$ cat src/sv/hlvn_pkg.sv
// ----------------------------------------------------------------------------
// hlvn_pkg
// Shared constants, payload types and the blend function of the hashed
// lattice value noise pipeline.
// ----------------------------------------------------------------------------
package hlvn_pkg;

  // Hash constants
  localparam logic [31:0] HASH_MUL_X   = 32'd1664525;
  localparam logic [31:0] HASH_MUL_Y   = 32'd1013904223;
  localparam logic [31:0] HASH_MUL_MIX = 32'd1274126177;
  localparam int          HASH_SHIFT   = 13;

  // Widths
  localparam int COORD_W = 32;
  localparam int FRAC_W  = 17;
  localparam int VAL_W   = 24;
  localparam int NOISE_W = 21;
  localparam int DATA_W  = 32;
  localparam int ADDR_W  = 2;
  localparam int CORNERS = 8;

  // Total register stages from input to result
  localparam int PIPE_DEPTH = 7;

  // Output saturation bounds
  localparam logic signed [VAL_W-1:0] OUT_MAX = 24'sd1048575;
  localparam logic signed [VAL_W-1:0] OUT_MIN = -24'sd1048576;

  // Per-item fractions and mode, carried along the pipe
  typedef struct packed {
    logic                     mode;
    logic signed [FRAC_W-1:0] fx;
    logic signed [FRAC_W-1:0] fy;
    logic signed [FRAC_W-1:0] fz;
  } frac_t;

  // Lattice cell of one item after the coordinate split
  typedef struct packed {
    frac_t       frac;
    logic [31:0] x0;
    logic [31:0] y0;
    logic [31:0] s0;
    logic [31:0] s1;
  } lattice_t;

  // Hashed corner values, index bit 0 = x, bit 1 = y, bit 2 = z
  typedef struct packed {
    frac_t                  frac;
    logic [CORNERS-1:0][15:0] corner;
  } corners_t;

  // a + round((b - a) * t / 2^16), ties toward plus infinity
  function automatic logic signed [VAL_W-1:0] blend(
    input logic signed [VAL_W-1:0]  a,
    input logic signed [VAL_W-1:0]  b,
    input logic signed [FRAC_W-1:0] t
  );
    logic signed [VAL_W:0]              diff;
    logic signed [VAL_W+FRAC_W:0]       prod;
    logic signed [VAL_W+FRAC_W:0]       step;
    diff = {b[VAL_W-1], b} - {a[VAL_W-1], a};
    prod = diff * t;
    step = (prod + (VAL_W + FRAC_W + 1)'(32768)) >>> 16;
    return a + step[VAL_W-1:0];
  endfunction

endpackage

$ cat src/sv/hlvn_split.sv
// ----------------------------------------------------------------------------
// hlvn_split
// Split each Q16.16 coordinate into a truncated integer part and a signed
// fraction, and pick the hash seeds of the two z planes. One register stage.
// ----------------------------------------------------------------------------
module hlvn_split import hlvn_pkg::*; (
  input  logic                      clk_i,
  input  logic                      rst_ni,
  input  logic                      valid_i,
  output logic                      ready_o,
  input  logic                      mode_i,
  input  logic signed [COORD_W-1:0] coord_x_i,
  input  logic signed [COORD_W-1:0] coord_y_i,
  input  logic signed [COORD_W-1:0] coord_z_i,
  input  logic [31:0]               seed_i,
  output logic                      valid_o,
  input  logic                      ready_i,
  output lattice_t                  data_o
);

  // Integer part truncated toward zero: negative values with a fraction
  // round up by one
  function automatic logic [31:0] int_part(input logic [COORD_W-1:0] c);
    logic [31:0] hi;
    hi = {{16{c[31]}}, c[31:16]};
    if (c[31] && (c[15:0] != 16'd0)) begin
      return hi + 32'd1;
    end
    return hi;
  endfunction

  // Fraction is coordinate minus integer part, negative for negative inputs with a nonzero fraction
  function automatic logic signed [FRAC_W-1:0] frac_part(input logic [COORD_W-1:0] c);
    return {c[31] && (c[15:0] != 16'd0), c[15:0]};
  endfunction

  logic     en;
  logic     valid_q;
  lattice_t data_d, data_q;
  logic [31:0] zi;

  assign en      = !valid_q || ready_i;
  assign ready_o = en;

  // Split coordinates and select seeds
  always_comb begin
    zi               = int_part(coord_z_i);
    data_d.frac.mode = mode_i;
    data_d.frac.fx   = frac_part(coord_x_i);
    data_d.frac.fy   = frac_part(coord_y_i);
    data_d.frac.fz   = frac_part(coord_z_i);
    data_d.x0        = int_part(coord_x_i);
    data_d.y0        = int_part(coord_y_i);
    data_d.s0        = mode_i ? zi : seed_i;
    data_d.s1        = mode_i ? (zi + 32'd1) : seed_i;
  end

  // Hold stage valid
  always_ff @(posedge clk_i or negedge rst_ni) begin
    if (!rst_ni) begin
      valid_q <= 1'b0;
    end else if (en) begin
      valid_q <= valid_i;
    end
  end

  // Load payload on advance
  always_ff @(posedge clk_i) begin
    if (en) begin
      data_q <= data_d;
    end
  end

  assign valid_o = valid_q;
  assign data_o  = data_q;

endmodule

$ cat config.mk
export PLATFORM = sky130hd
export DESIGN_NAME = hlvn_split
export DESIGN_NICKNAME = d
export VERILOG_FILES = /design/src/sv/hlvn_pkg.sv /design/src/sv/hlvn_split.sv
export SDC_FILE = /design/constraint.sdc
export NUM_CORES = 1
export LEC_CHECK = 0
export ABC_CLOCK_PERIOD_IN_PS = 8950
export BUFFER_PORTS_ARGS = -buffer_cell sky130_fd_sc_hd__buf_2
export CAP_MARGIN = 20
export CORE_ASPECT_RATIO = 0.5
export CORE_MARGIN = 2
export CORE_UTILIZATION = 51
export DETAILED_ROUTE_END_ITERATION = 7
export PLACE_DENSITY = 0.85
export SLEW_MARGIN = 20
export SYNTH_ARGS = -nofsm -noshare
export SYNTH_HDL_FRONTEND = slang
export SYNTH_SLANG_ARGS = --single-unit
$ cat constraint.sdc
create_clock -name clk_i -period 8.95 [get_ports clk_i]
set_clock_uncertainty 0.05 [all_clocks]
set_input_delay 0.4475 -clock clk_i [delete_from_list [all_inputs] [get_ports clk_i]]
set_output_delay 0.4475 -clock clk_i [all_outputs]
set_load 0.05 [all_outputs]
==> flow_summary.ini <==
[clock_network]
cts_resized = 0
cts_tree = yes
cts_num_sinks = 151
clk_latency_ns = 0.41
postCtsSetupBuffers = 0
h-tree-depth = 4
cts_inserted_buffers = 17
clockBufferDepth = 2
root_buffer = clkbuf_16
clk_pin_slew_ns = 0.06

[run_status]
status = complete, no violations

[placement]
dp_slack_ns = 4.89
place_inst = 980
hpwl_mm = 13.2
portBuffers = 314
gp_congestion = 0.880

[worst_setup_path]
r2r_cells = 2
cp-end-kind = flip-flop
crit_cells = 9
crit_chain = buf_2 -> or4_4 -> o41ai_4 -> inv_2 -> nor3_1 -> o22ai_1 -> or3_1 -> o21ai_1 -> nand2_1
critPathArrivalTime_ns = 3.80
worstSetupStartpointType = input port
r2r_end = data_o[136]
r2r_start = valid_o
critPathKind = in -> reg
r2r_slack_ns = 6.69
cp_max_fo = 18
cp.required_ns = 9.02
critPathTopFamily = compound AO/OA/AOI/OAI gates
max_stage_delay_ns = 0.78
cpMaxStageDelayCell = o41ai_4
cp.buffers_inverters = 2

[synth]
synthTopCellsByArea = edfxtp_1 65%, nand2_1 4.3%, xnor2_1 3.9%
avgSynthCellArea_um2 = 12.9
ys_warn_count = 0
synthFlopType = edfxtp_1
synth-seq-cells = 151
syn_inst = 538
syn-cell-area_um2 = 6950
yosys.area.top_type = edfxtp_1
ys_seq_area_share_pct = 65.1
synthArstFlopShare_pct = 0.662
ys_types = 57
synth-edff-count = 150
synth_top_cell_area_share_pct = 64.8
syn-num-nets = 675

[flow_run]
cap_violations = 0

[floorplan]
die_w_um = 169
die_h_um = 86.6
ioPinCount = 315
coreArea_um2 = 13400
start_util_pct = 51.8
num_rows = 30
die_area_um2 = 14600

[cells_and_area]
drive_gt1_share_pct = 44.6
n_antenna_cell = 0
mostFrequentLayoutCell = buf_2
fin_util_pct = 67.7
fin_cells = 1013
syn_to_final_growth_pct = 30.9
final_cell_mix = 314 x buf_2, 150 x edfxtp_1, 80 x nand2_1, 32 x nor2_1, 31 x xnor2_1
final_nets = 961

[timing]
slew_headroom_pct = 42.8
tightest_slew_ns = 0.858
fin_ws_ns = 5.22
hold_violations = 0
period_needed_ns = 3.73
fmax_ghz = 0.268
period_share_pct = 41.7
hold_ws_ns = 0.174
drv_slew = 0
rsz0062_at_grt = no
setup_tns_ns = 0
setup_viol = 0

[power]
total_leakage_power_nw = 3.91
ir_drop_v = 0.000126
p_per_area_nw_per_um2 = 227

[worst_hold_path]
hold-path-endpoint = data_o[143]
worstHoldPathCells = 1
hold_path_class = in -> reg
min_from = coord_z_i[15]

[global_route]
grt_pass1_wl_mm = 27.2
track_usage_pct = 24.1
grt_pass1_vias = 5291
antenna_found_initial = 0
globalRoute.totalOverflow = 0
grt_max_degree = 91

[route]
post_drt_wl_per_cell_um = 17.6
vias = 5367
firstDrtPassIters = 5
drcViolationCount = 0
wirelength_mm = 17.8
drt-vias-per-instance = 5.30
ant_nets = 0
drt-initial-drc-count = 465
-- worst max-delay path by stage --
stage | from | end
2_1_floorplan | ready_i | data_o[0]
3_3_place_gp | coord_z_i[2] | data_o[12]
3_5_place_dp | coord_z_i[9] | data_o[25]
4_1_cts | coord_z_i[9] | data_o[25]
5_1_grt | coord_z_i[1] | data_o[29]
6_report | coord_z_i[9] | data_o[25]
-- flip-flops by register name, summed over array words and instances (netlist names) --
signal / count
data_o: 150
valid_o: 1
-- synthesized netlist by cell type, types with 12 or more instances --
cell type / number
buf_4: 30
nand2_1: 80
xnor2_1: 31
xor2_1: 22
nor2_1: 32
edfxtp_1: 150
clkbuf_1: 16
nand3_1: 17
nor4_1: 12
mux2_2: 13
a21oi_1: 16
-- cells by family after synthesis --
group,after synthesis,synth area share [%]
buf+inv,59,4.82
mux,13,2.11
compound gates,53,5.78
flops,151,65.1
simple gates,205,14.8
xor+xnor,53,6.67
fa+ha+maj,4,0.720
-- where the power goes --
part,switching (mW),internal (mW)
sequential,0.0155,0.848
clock,0.292,0.469
combinational,0.342,0.0946
total,0.650,1.41
-- per-stage QoR --
stage	power (mW)	area [um^2]
floorplan	1.21	6950
global placement	1.31	8460
detailed placement	1.32	8460
CTS	2.07	9100
global route	2.13	9100
finish	2.06	9100
-- area by class of cell --
| cell class | instances | area [um^2] |
|---|---|---|
| Clock buffer | 17 | 425 |
| Timing Repair Buffer | 316 | 1590 |
| Inverter | 10 | 37.5 |
| Sequential cell | 151 | 4530 |
| Multi-Input combinational cell | 328 | 2100 |
| Clock inverter | 15 | 201 |
| Tap cell | 176 | 220 |
| Fill cell | 1025 | 4330 |
-- layer usage --
layer,part of all wire (%),GRT usage [%]
met1,39,29.0
met2,53,43.6
met3,5.6,4.84
met4,2.3,9.56
met5,0,0
-- what timing repair did --
item	CTS	global route
hold buffers	1	0
endpoints found under the setup margin	0	0
endpoints found under the hold margin	1	0
Power figures use the tool's default switching activity.
